<file path="src/design/tosp_pkg.sv">
// Package for the tree object stream parser.
// Holds the byte-kind codes, the parser phase type, character constants and the result struct.
// No dependencies.
package tosp_pkg;

   // Classification reported for every byte
   typedef enum logic [2:0] {
      KIND_IGNORED = 3'd0,
      KIND_MODE    = 3'd1,
      KIND_NAME    = 3'd2,
      KIND_HASH    = 3'd3,
      KIND_TERM    = 3'd4
   } kind_type;

   // Field currently being parsed, one-hot
   typedef enum logic [2:0] {
      PHASE_MODE = 3'b001,
      PHASE_NAME = 3'b010,
      PHASE_HASH = 3'b100
   } phase_type;

   localparam logic [7:0] CHAR_SPACE = 8'h20;
   localparam logic [7:0] CHAR_NUL   = 8'h00;
   localparam logic [7:0] CHAR_ZERO  = 8'h30;
   localparam logic [7:0] CHAR_SEVEN = 8'h37;

   // One result transaction
   typedef struct packed {
      kind_type    byte_kind;
      logic [7:0]  echo_byte;
      logic [7:0]  field_pos;
      logic        entry_done;
      logic [7:0]  entry_index;
      logic [31:0] mode_value;
      logic [8:0]  entry_count;
      logic        finished;
      logic        failed;
   } rsp_type;

endpackage

</file>
<file path="src/design/tosp_if.sv">
// Channel interfaces of the tree object stream parser: byte input and result output.
// Valid/ready handshake; a transaction moves when both are high at a rising edge.
// No dependencies.
interface tosp_req_if;
   logic       valid;
   logic       ready;
   logic [7:0] data_byte;
   logic       is_end;

   modport source (output valid, output data_byte, output is_end, input ready);
   modport sink   (input valid, input data_byte, input is_end, output ready);
endinterface

interface tosp_rsp_if;
   logic        valid;
   logic        ready;
   logic [2:0]  byte_kind;
   logic [7:0]  echo_byte;
   logic [7:0]  field_pos;
   logic        entry_done;
   logic [7:0]  entry_index;
   logic [31:0] mode_value;
   logic [8:0]  entry_count;
   logic        finished;
   logic        failed;

   modport source (output valid, output byte_kind, output echo_byte, output field_pos,
                   output entry_done, output entry_index, output mode_value,
                   output entry_count, output finished, output failed, input ready);
   modport sink   (input valid, input byte_kind, input echo_byte, input field_pos,
                   input entry_done, input entry_index, input mode_value,
                   input entry_count, input finished, input failed, output ready);
endinterface

</file>
<file path="src/design/tosp_core.sv">
// Parser core: holds the parse state and computes one result per stepped byte.
// State updates on step_valid; the result is combinational from the current state and byte.
// Depends on tosp_pkg.
module tosp_core #(
   parameter int MAX_ENTRIES      = 256,
   parameter int HASH_BYTES       = 32,
   parameter int NAME_BYTES       = 256,
   parameter int MODE_FIELD_BYTES = 16
) (
   input  logic             clock,
   input  logic             reset,
   input  logic             step_valid,
   input  logic [7:0]       data_byte,
   input  logic             is_end,
   output tosp_pkg::rsp_type result
);
   import tosp_pkg::*;

   localparam int MAX_FIELD = (NAME_BYTES > MODE_FIELD_BYTES)
                              ? ((NAME_BYTES > HASH_BYTES) ? NAME_BYTES : HASH_BYTES)
                              : ((MODE_FIELD_BYTES > HASH_BYTES) ? MODE_FIELD_BYTES
                                                                 : HASH_BYTES);
   localparam int POS_W = (MAX_FIELD > 2) ? $clog2(MAX_FIELD) : 1;
   localparam int CNT_W = $clog2(MAX_ENTRIES + 1);

   localparam logic [POS_W-1:0] MODE_LAST = POS_W'(MODE_FIELD_BYTES - 1);
   localparam logic [POS_W-1:0] NAME_LAST = POS_W'(NAME_BYTES - 1);
   localparam logic [POS_W-1:0] HASH_LAST = POS_W'(HASH_BYTES - 1);
   localparam logic [CNT_W-1:0] CNT_LIMIT = CNT_W'(MAX_ENTRIES);

   phase_type        phase_ff, phase_in;
   logic [POS_W-1:0] pos_ff, pos_in;
   logic [31:0]      accum_ff, accum_in;
   logic             stopped_ff, stopped_in;
   logic [CNT_W-1:0] cnt_ff, cnt_in;
   logic             err_ff, err_in;

   logic        live;
   logic        is_octal;
   logic [31:0] pos_wide;
   logic [31:0] cnt_wide;
   logic [31:0] cnt_next_wide;

   assign live          = !err_ff && (cnt_ff < CNT_LIMIT);
   assign is_octal      = (data_byte >= CHAR_ZERO) && (data_byte <= CHAR_SEVEN);
   assign pos_wide      = 32'(pos_ff);
   assign cnt_wide      = 32'(cnt_ff);
   assign cnt_next_wide = 32'(cnt_in);

   // Next state and result for the byte at hand
   always_comb begin
      phase_in   = phase_ff;
      pos_in     = pos_ff;
      accum_in   = accum_ff;
      stopped_in = stopped_ff;
      cnt_in     = cnt_ff;
      err_in     = err_ff;

      result             = '0;
      result.byte_kind   = KIND_IGNORED;
      result.echo_byte   = data_byte;
      result.entry_index = cnt_wide[7:0];

      if (is_end) begin
         // end of buffer: report status, then clear everything
         result.echo_byte = '0;
         result.finished = 1'b1;
         result.failed   = err_ff || (live && (phase_ff != PHASE_MODE || pos_ff != '0));
         result.entry_count = cnt_wide[8:0];
         phase_in   = PHASE_MODE;
         pos_in     = '0;
         accum_in   = '0;
         stopped_in = 1'b0;
         cnt_in     = '0;
         err_in     = 1'b0;
      end else begin
         if (live) begin
            unique case (phase_ff)
               PHASE_MODE: begin
                  if (data_byte == CHAR_SPACE) begin
                     result.byte_kind = KIND_TERM;
                     result.field_pos = pos_wide[7:0];
                     phase_in = PHASE_NAME;
                     pos_in   = '0;
                  end else if (pos_ff >= MODE_LAST) begin
                     err_in = 1'b1;
                  end else begin
                     result.byte_kind = KIND_MODE;
                     result.field_pos = pos_wide[7:0];
                     if (!stopped_ff && is_octal) begin
                        accum_in = {accum_ff[28:0], data_byte[2:0]};
                     end else begin
                        stopped_in = 1'b1;
                     end
                     pos_in = pos_ff + 1'b1;
                  end
               end
               PHASE_NAME: begin
                  if (data_byte == CHAR_NUL) begin
                     result.byte_kind = KIND_TERM;
                     result.field_pos = pos_wide[7:0];
                     phase_in = PHASE_HASH;
                     pos_in   = '0;
                  end else if (pos_ff >= NAME_LAST) begin
                     err_in = 1'b1;
                  end else begin
                     result.byte_kind = KIND_NAME;
                     result.field_pos = pos_wide[7:0];
                     pos_in = pos_ff + 1'b1;
                  end
               end
               PHASE_HASH: begin
                  result.byte_kind = KIND_HASH;
                  result.field_pos = pos_wide[7:0];
                  if (pos_ff == HASH_LAST) begin
                     // last hash byte closes the entry
                     result.entry_done = 1'b1;
                     result.mode_value = accum_ff;
                     cnt_in     = cnt_ff + 1'b1;
                     phase_in   = PHASE_MODE;
                     pos_in     = '0;
                     accum_in   = '0;
                     stopped_in = 1'b0;
                  end else begin
                     pos_in = pos_ff + 1'b1;
                  end
               end
               default: begin
                  err_in = err_ff;
               end
            endcase
         end
         result.entry_count = cnt_next_wide[8:0];
         result.failed      = err_in;
      end
   end

   // Parse state registers
   always_ff @(posedge clock) begin
      if (reset) begin
         phase_ff   <= PHASE_MODE;
         pos_ff     <= '0;
         accum_ff   <= '0;
         stopped_ff <= 1'b0;
         cnt_ff     <= '0;
         err_ff     <= 1'b0;
      end else if (step_valid) begin
         phase_ff   <= phase_in;
         pos_ff     <= pos_in;
         accum_ff   <= accum_in;
         stopped_ff <= stopped_in;
         cnt_ff     <= cnt_in;
         err_ff     <= err_in;
      end
   end

   // Entry counter never passes the limit
   a_cnt_bound: assert property (@(posedge clock) disable iff (reset)
      cnt_ff <= CNT_LIMIT)
      else $error("entry count beyond limit");

   // An end transaction leaves a cleared parser
   a_end_clears: assert property (@(posedge clock) disable iff (reset)
      step_valid && is_end |=> cnt_ff == '0 && !err_ff && pos_ff == '0 && accum_ff == '0)
      else $error("state not cleared after end transaction");

   // Error flag and entry count only move on a step
   a_err_hold: assert property (@(posedge clock) disable iff (reset)
      !step_valid |=> $stable(err_ff) && $stable(cnt_ff))
      else $error("state changed without a step");

   // A completed entry is always reported on a hash byte and bumps the count
   a_done_hash: assert property (@(posedge clock) disable iff (reset)
      step_valid && result.entry_done |-> result.byte_kind == KIND_HASH &&
                                          cnt_in == cnt_ff + 1'b1)
      else $error("entry completion outside hash field");

endmodule

</file>
<file path="src/design/tosp_rsp_reg.sv">
// Result register of the tree object stream parser: holds one result until taken.
// Accepts a new result in the same cycle the held one leaves.
// Depends on tosp_pkg and tosp_rsp_if.
module tosp_rsp_reg (
   input  logic              clock,
   input  logic              reset,
   input  logic              load_valid,
   input  tosp_pkg::rsp_type load_data,
   output logic              can_load,
   tosp_rsp_if.source        rsp_ch
);
   import tosp_pkg::*;

   logic    valid_ff;
   rsp_type data_ff;

   assign can_load = !valid_ff || rsp_ch.ready;

   // Valid flag
   always_ff @(posedge clock) begin
      if (reset) begin
         valid_ff <= 1'b0;
      end else if (can_load) begin
         valid_ff <= load_valid;
      end
   end

   // Payload, no reset
   always_ff @(posedge clock) begin
      if (can_load && load_valid) begin
         data_ff <= load_data;
      end
   end

   assign rsp_ch.valid       = valid_ff;
   assign rsp_ch.byte_kind   = data_ff.byte_kind;
   assign rsp_ch.echo_byte   = data_ff.echo_byte;
   assign rsp_ch.field_pos   = data_ff.field_pos;
   assign rsp_ch.entry_done  = data_ff.entry_done;
   assign rsp_ch.entry_index = data_ff.entry_index;
   assign rsp_ch.mode_value  = data_ff.mode_value;
   assign rsp_ch.entry_count = data_ff.entry_count;
   assign rsp_ch.finished    = data_ff.finished;
   assign rsp_ch.failed      = data_ff.failed;

endmodule

</file>
<file path="src/design/tree_object_stream_parser.sv">
// Top level of the tree object stream parser: input register, parser core, result register.
// Depends on tosp_pkg, tosp_if, tosp_core and tosp_rsp_reg.
//
//   channel   direction  transaction
//   req_ch    in         one object byte, or the end marker
//   rsp_ch    out        one result per request: kind, position, entry status
//
// One request per cycle sustained while rsp_ch is ready; a request passes the input register, then the result register.
// The parser state updates in the cycle a byte moves from the input register
// into the result register, so a full result register stalls the input stage.
// Synchronous reset clears the handshake flags and the parse state.
module tree_object_stream_parser #(
   parameter int MAX_ENTRIES      = 256,
   parameter int HASH_BYTES       = 32,
   parameter int NAME_BYTES       = 256,
   parameter int MODE_FIELD_BYTES = 16
) (
   input logic        clock,
   input logic        reset,
   tosp_req_if.sink   req_ch,
   tosp_rsp_if.source rsp_ch
);
   import tosp_pkg::*;

   logic       in_valid_ff;
   logic [7:0] in_byte_ff;
   logic       in_end_ff;
   logic       can_load;
   logic       advance;
   rsp_type    step_result;

   assign advance      = in_valid_ff && can_load;
   assign req_ch.ready = !in_valid_ff || advance;

   // Input register valid flag
   always_ff @(posedge clock) begin
      if (reset) begin
         in_valid_ff <= 1'b0;
      end else if (req_ch.ready) begin
         in_valid_ff <= req_ch.valid;
      end
   end

   // Input register payload
   always_ff @(posedge clock) begin
      if (req_ch.ready && req_ch.valid) begin
         in_byte_ff <= req_ch.data_byte;
         in_end_ff  <= req_ch.is_end;
      end
   end

   tosp_core #(
      .MAX_ENTRIES      (MAX_ENTRIES),
      .HASH_BYTES       (HASH_BYTES),
      .NAME_BYTES       (NAME_BYTES),
      .MODE_FIELD_BYTES (MODE_FIELD_BYTES)
   ) u_core (
      .clock      (clock),
      .reset      (reset),
      .step_valid (advance),
      .data_byte  (in_byte_ff),
      .is_end     (in_end_ff),
      .result     (step_result)
   );

   tosp_rsp_reg u_rsp_reg (
      .clock      (clock),
      .reset      (reset),
      .load_valid (advance),
      .load_data  (step_result),
      .can_load   (can_load),
      .rsp_ch     (rsp_ch)
   );

endmodule
</file>
<file path="src/flat_wrapper.sv">
// flat-port wrapper written by rule: the top's interface ports become plain ports
module tree_object_stream_parser_flat import tosp_pkg::*;
#(
   parameter int MAX_ENTRIES      = 256,
   parameter int HASH_BYTES       = 32,
   parameter int NAME_BYTES       = 256,
   parameter int MODE_FIELD_BYTES = 16
)
  (clock, reset, req_ch_valid, req_ch_data_byte, req_ch_is_end, req_ch_ready, rsp_ch_valid, rsp_ch_byte_kind, rsp_ch_echo_byte, rsp_ch_field_pos, rsp_ch_entry_done, rsp_ch_entry_index, rsp_ch_mode_value, rsp_ch_entry_count, rsp_ch_finished, rsp_ch_failed, rsp_ch_ready);
  tosp_req_if req_ch_i ();
  tosp_rsp_if rsp_ch_i ();
  input logic clock;
  input logic reset;
  input wire logic [$bits(req_ch_i.valid)-1:0] req_ch_valid;
  input wire logic [$bits(req_ch_i.data_byte)-1:0] req_ch_data_byte;
  input wire logic [$bits(req_ch_i.is_end)-1:0] req_ch_is_end;
  output wire logic [$bits(req_ch_i.ready)-1:0] req_ch_ready;
  output wire logic [$bits(rsp_ch_i.valid)-1:0] rsp_ch_valid;
  output wire logic [$bits(rsp_ch_i.byte_kind)-1:0] rsp_ch_byte_kind;
  output wire logic [$bits(rsp_ch_i.echo_byte)-1:0] rsp_ch_echo_byte;
  output wire logic [$bits(rsp_ch_i.field_pos)-1:0] rsp_ch_field_pos;
  output wire logic [$bits(rsp_ch_i.entry_done)-1:0] rsp_ch_entry_done;
  output wire logic [$bits(rsp_ch_i.entry_index)-1:0] rsp_ch_entry_index;
  output wire logic [$bits(rsp_ch_i.mode_value)-1:0] rsp_ch_mode_value;
  output wire logic [$bits(rsp_ch_i.entry_count)-1:0] rsp_ch_entry_count;
  output wire logic [$bits(rsp_ch_i.finished)-1:0] rsp_ch_finished;
  output wire logic [$bits(rsp_ch_i.failed)-1:0] rsp_ch_failed;
  input wire logic [$bits(rsp_ch_i.ready)-1:0] rsp_ch_ready;
  assign req_ch_i.valid = req_ch_valid;
  assign req_ch_i.data_byte = req_ch_data_byte;
  assign req_ch_i.is_end = req_ch_is_end;
  assign req_ch_ready = req_ch_i.ready;
  assign rsp_ch_valid = rsp_ch_i.valid;
  assign rsp_ch_byte_kind = rsp_ch_i.byte_kind;
  assign rsp_ch_echo_byte = rsp_ch_i.echo_byte;
  assign rsp_ch_field_pos = rsp_ch_i.field_pos;
  assign rsp_ch_entry_done = rsp_ch_i.entry_done;
  assign rsp_ch_entry_index = rsp_ch_i.entry_index;
  assign rsp_ch_mode_value = rsp_ch_i.mode_value;
  assign rsp_ch_entry_count = rsp_ch_i.entry_count;
  assign rsp_ch_finished = rsp_ch_i.finished;
  assign rsp_ch_failed = rsp_ch_i.failed;
  assign rsp_ch_i.ready = rsp_ch_ready;
  tree_object_stream_parser #(.MAX_ENTRIES(MAX_ENTRIES), .HASH_BYTES(HASH_BYTES), .NAME_BYTES(NAME_BYTES), .MODE_FIELD_BYTES(MODE_FIELD_BYTES)) u_core (.clock(clock), .reset(reset), .req_ch(req_ch_i), .rsp_ch(rsp_ch_i));
endmodule
</file>
<file path="config.mk">
export PLATFORM = sky130hd
export DESIGN_NAME = tree_object_stream_parser_flat
export DESIGN_NICKNAME = d
export VERILOG_FILES = /design/src/design/tosp_pkg.sv /design/src/design/tosp_if.sv /design/src/design/tosp_core.sv /design/src/design/tosp_rsp_reg.sv /design/src/design/tree_object_stream_parser.sv /design/src/flat_wrapper.sv
export SDC_FILE = /design/constraint.sdc
export NUM_CORES = 1
export LEC_CHECK = 0
export ABC_AREA = 1
export BUFFER_PORTS_ARGS = -buffer_cell sky130_fd_sc_hd__buf_2
export CORE_MARGIN = 8
export CORE_UTILIZATION = 55
export CTS_CLUSTER_SIZE = 14
export DETAILED_ROUTE_END_ITERATION = 8
export PLACE_DENSITY = 0.78
export SYNTH_ARGS = -nofsm -noshare
export SYNTH_HDL_FRONTEND = slang
export SYNTH_HIERARCHICAL = 1
export SYNTH_SLANG_ARGS = --single-unit
</file>
<file path="constraint.sdc">
create_clock -name clock -period 10.17 [get_ports clock]
set_clock_uncertainty 0.2 [all_clocks]
set_input_delay 1.5255 -clock clock [delete_from_list [all_inputs] [get_ports clock]]
set_output_delay 1.5255 -clock clock [all_outputs]
set_load 0.005 [all_outputs]
</file>
==> flow_metrics.py <==
metrics = {
    "global_route": {
        "first_global_vias": 4689,
        "grt_pass1_wl_um": 21440,
        "grtUsageTotal_pct": 18.08,
        "overflow": 0,
        "grt_max_degree": 49,
        "antenna_found_initial": 0,
    },
    "clocking": {
        "insertion_delay_ns": 0.53,
        "hold_buffers": 0,
        "htree_num_levels": 4,
        "cts_tree": "built",
        "cts_setup_buffers": 0,
        "ctsResizeCount": 0,
        "clock-sinks": 136,
        "cts_max_path_buffers": 2,
        "cts_buffers": 17,
        "clk_pin_slew_worst_paths_ns": 0.06,
        "cts_root_buf": "clkbuf_8",
    },
    "pwr": {
        "p_seq_share_pct": 44.2,
        "power_frac_clock_pct": 47.3,
        "switchingPower_uw": 322.0,
        "total_power_uw": 1433,
        "p_leak_uw": 0.003038,
        "power_density_nw_per_um2": 197.7,
        "internal_power_uw": 1111,
        "ir_worst_vdd_v": 0.0001174,
        "netSwitchingFraction_pct": 22.47,
        "comb_power_share_pct": 8.5,
    },
    "floorplanning": {
        "ios": 86,
        "initial_utilization_pct": 56.47,
        "core_area_um2": 10890,
        "die_x_um": 121.7,
        "dieArea_um2": 14820,
        "die_y_um": 121.7,
        "core.rowCount": 38,
    },
    "logic_synthesis": {
        "ys_ff_latch": 136,
        "synth_area_um2": 6148,
        "yosys_warnings": 6,
        "avgSynthCellArea_um2": 8.434,
        "synth.distinct_cells": 32,
        "syn_nets": 745,
        "synth_cells": 729,
        "yosysSeqAreaShare_pct": 57.31,
    },
    "outcome": {
        "status": "complete, no violations",
    },
    "timing": {
        "hold_violations": 0,
        "setup_viol_count_final": 0,
        "drv_slew": 0,
        "max_clock_freq_mhz": 254.5,
        "worst-slew-pin-transition_ns": 1.052,
        "fin_crit_sh_pct": 38.64,
        "setup_tns_ns": 0,
        "relSlewSlack_pct": 29.73,
        "worst_slack_ns": 6.241,
        "rsz0062_at_grt": "false",
        "min_period_ns": 3.929,
    },
    "hold_path": {
        "hold_class": "reg -> reg",
        "hold_depth": 2,
    },
    "route": {
        "drtPass1Iterations": 7,
        "drc": 0,
        "final_antenna_net_count": 0,
        "wl_per_cell_um": 13.57,
        "vias": 4850,
        "finalWirelength_um": 12990,
        "drt_first_iter_violations": 448,
        "viasPerCell": 5.068,
    },
    "worst_setup_path": {
        "crit_arrival_ns": 3.89,
        "cp_common_cell": "inv_1",
        "criticalPathCategory": "in -> reg",
        "path_cells": "buf_2 -> inv_2 -> nand2_2 -> nand2_1 -> inv_1 -> inv_1 -> a21oi_4 -> buf_4",
        "worst_setup_path_end_kind": "flip-flop",
        "required_ns": 10.13,
        "slowest_delay_ns": 0.83,
        "critical_path_depth": 8,
        "rr_worst_depth": 6,
        "critPathSlowestCell": "a21oi_4",
        "cp-start-kind": "input port",
        "cp_max_fo": 40,
        "path_delay_family": "buffers and inverters",
        "critPathBufInv": 5,
    },
    "layout": {
        "final_cell_area_um2": 7249,
        "n_fill_cell": 822,
        "seqCellArea_um2": 3523,
        "multiInputGateArea_um2": 2117,
        "diodes": 0,
        "fin_nets": 820,
        "drive_above_1_share_pct": 18.85,
        "syn_to_final_growth_pct": 17.91,
    },
    "placed_design": {
        "routabilityCongestion": 0.8756,
        "numPortBuffers": 85,
        "post-place-ws_ns": 5.708,
        "dp_hpwl_um": 8789,
        "postPlaceCellArea_um2": 6590,
    },
    "run": {
        "cap_violations": 0,
    },
}
## cell usage in the layout (no fill, tap or decap), drive strengths merged, types with 6 or more instances in the layout
master / n
nor2: 183
nand2: 173
buf: 88
inv: 85
edfxtp: 80
dfxtp: 56
nand3: 45
o21ai: 26
a21oi: 23
clkbuf: 20
o21bai: 8
clkinv: 7
bufinv: 6
## cells in the mapped netlist
library cell | n | area, um^2
a21oi_1 | 21 | 105.1
a21oi_2 | 2 | 17.52
a31oi_1 | 2 | 12.51
buf_1 | 2 | 7.510
buf_2 | 7 | 35.03
buf_4 | 11 | 82.58
buf_6 | 3 | 33.78
clkbuf_1 | 9 | 33.78
clkinv_1 | 2 | 7.510
dfxtp_1 | 56 | 1121
edfxtp_1 | 80 | 2402
ha_1 | 3 | 37.54
inv_1 | 76 | 285.3
inv_2 | 9 | 33.78
nand2_1 | 166 | 623.1
nand2_2 | 5 | 31.28
nand2_4 | 2 | 22.52
nand3_1 | 39 | 195.2
nand3_2 | 5 | 50.05
nand3_4 | 1 | 17.52
nand4_1 | 3 | 18.77
nor2_1 | 172 | 645.6
nor2_2 | 8 | 50.05
nor2_4 | 3 | 33.78
nor3_1 | 2 | 10.01
nor4_1 | 1 | 6.260
o211ai_1 | 2 | 15.01
o21a_1 | 2 | 15.01
o21ai_0 | 25 | 125.1
o21ai_1 | 1 | 5.000
o21bai_1 | 8 | 60.06
xor2_1 | 1 | 8.760
## flip-flops by register name, summed over array words and instances, names as in the netlist, 3 cells and up
register / cells
u_core/u_rsp_reg/rsp_ch.echo_byte: 8
u_core/u_rsp_reg/rsp_ch.entry_index: 8
u_core/in_byte_ff: 8
u_core/u_core/cnt_ff: 9
u_core/u_rsp_reg/rsp_ch.mode_value: 32
u_core/u_core/accum_ff: 32
u_core/u_core/phase_ff: 3
u_core/u_rsp_reg/rsp_ch.field_pos: 8
u_core/u_core/pos_ff: 8
u_core/u_rsp_reg/rsp_ch.byte_kind: 3
u_core/u_rsp_reg/rsp_ch.entry_count: 9
## metal layers
metal	global-route usage, %	share of wire (%)
met5	0	0
met4	8.867	2.4
met3	5.137	8.1
met2	29.58	48
met1	21.56	41
## cell type report
cell class                 count  share of cell area, %
multi-input combinational    474                  29.20
timing repair buffer          88                  6.179
inverter                      87                  4.505
clock inverter                12                  3.089
tap                          140                  2.416
clock buffer                  20                  6.006
sequential                   136                  48.60
## cells by family (layout without fill, tap and decap cells)
family,after synthesis,count (layout),synth area share [%]
compound gates,63,63,5.779
fa+ha+maj,3,3,0.6106
xor+xnor,1,1,0.1425
flops,136,136,57.31
simple gates,407,407,27.72
buf+inv,119,207,8.445
## metrics by stage
stage,utilization [%],std cells,hold WS [ns]
after global placement,60.53,925,0.2651
after CTS,66.58,957,0.2877
final,66.58,957,0.2863
after floorplan,-,729,0.2540
after global routing,66.58,957,0.3036
after detailed placement,60.53,925,0.2769
## power by group through the flow
stage	Clock, uW	Combinational, uW	Sequential, uW
after global routing	711	138	638
after global placement	0	116	643
after detailed placement	0	121	645
after CTS	687	122	634
after floorplan	0	89.1	644
final	677	122	634
## tightest hold or removal path, cell delays in order (launching register included)
cell and delay, ns:
dfxtp_1 0.32, nor2_1 0.05, nor2_1 0.08
## final timing paths
kind                                      start                                    to  slack (ns)
setup / recovery                   rsp_ch_ready  u_core/u_rsp_reg/rsp_ch.field_pos[4]        6.24
hold / removal       u_core/u_core/accum_ff[31]            u_core/u_core/accum_ff[31]        0.29
setup reg to reg  u_core/u_rsp_reg/rsp_ch.valid  u_core/u_rsp_reg/rsp_ch.field_pos[4]        7.00
hold reg to reg      u_core/u_core/accum_ff[31]            u_core/u_core/accum_ff[31]        0.29
Note: power is estimated with default switching activity, not from simulation.
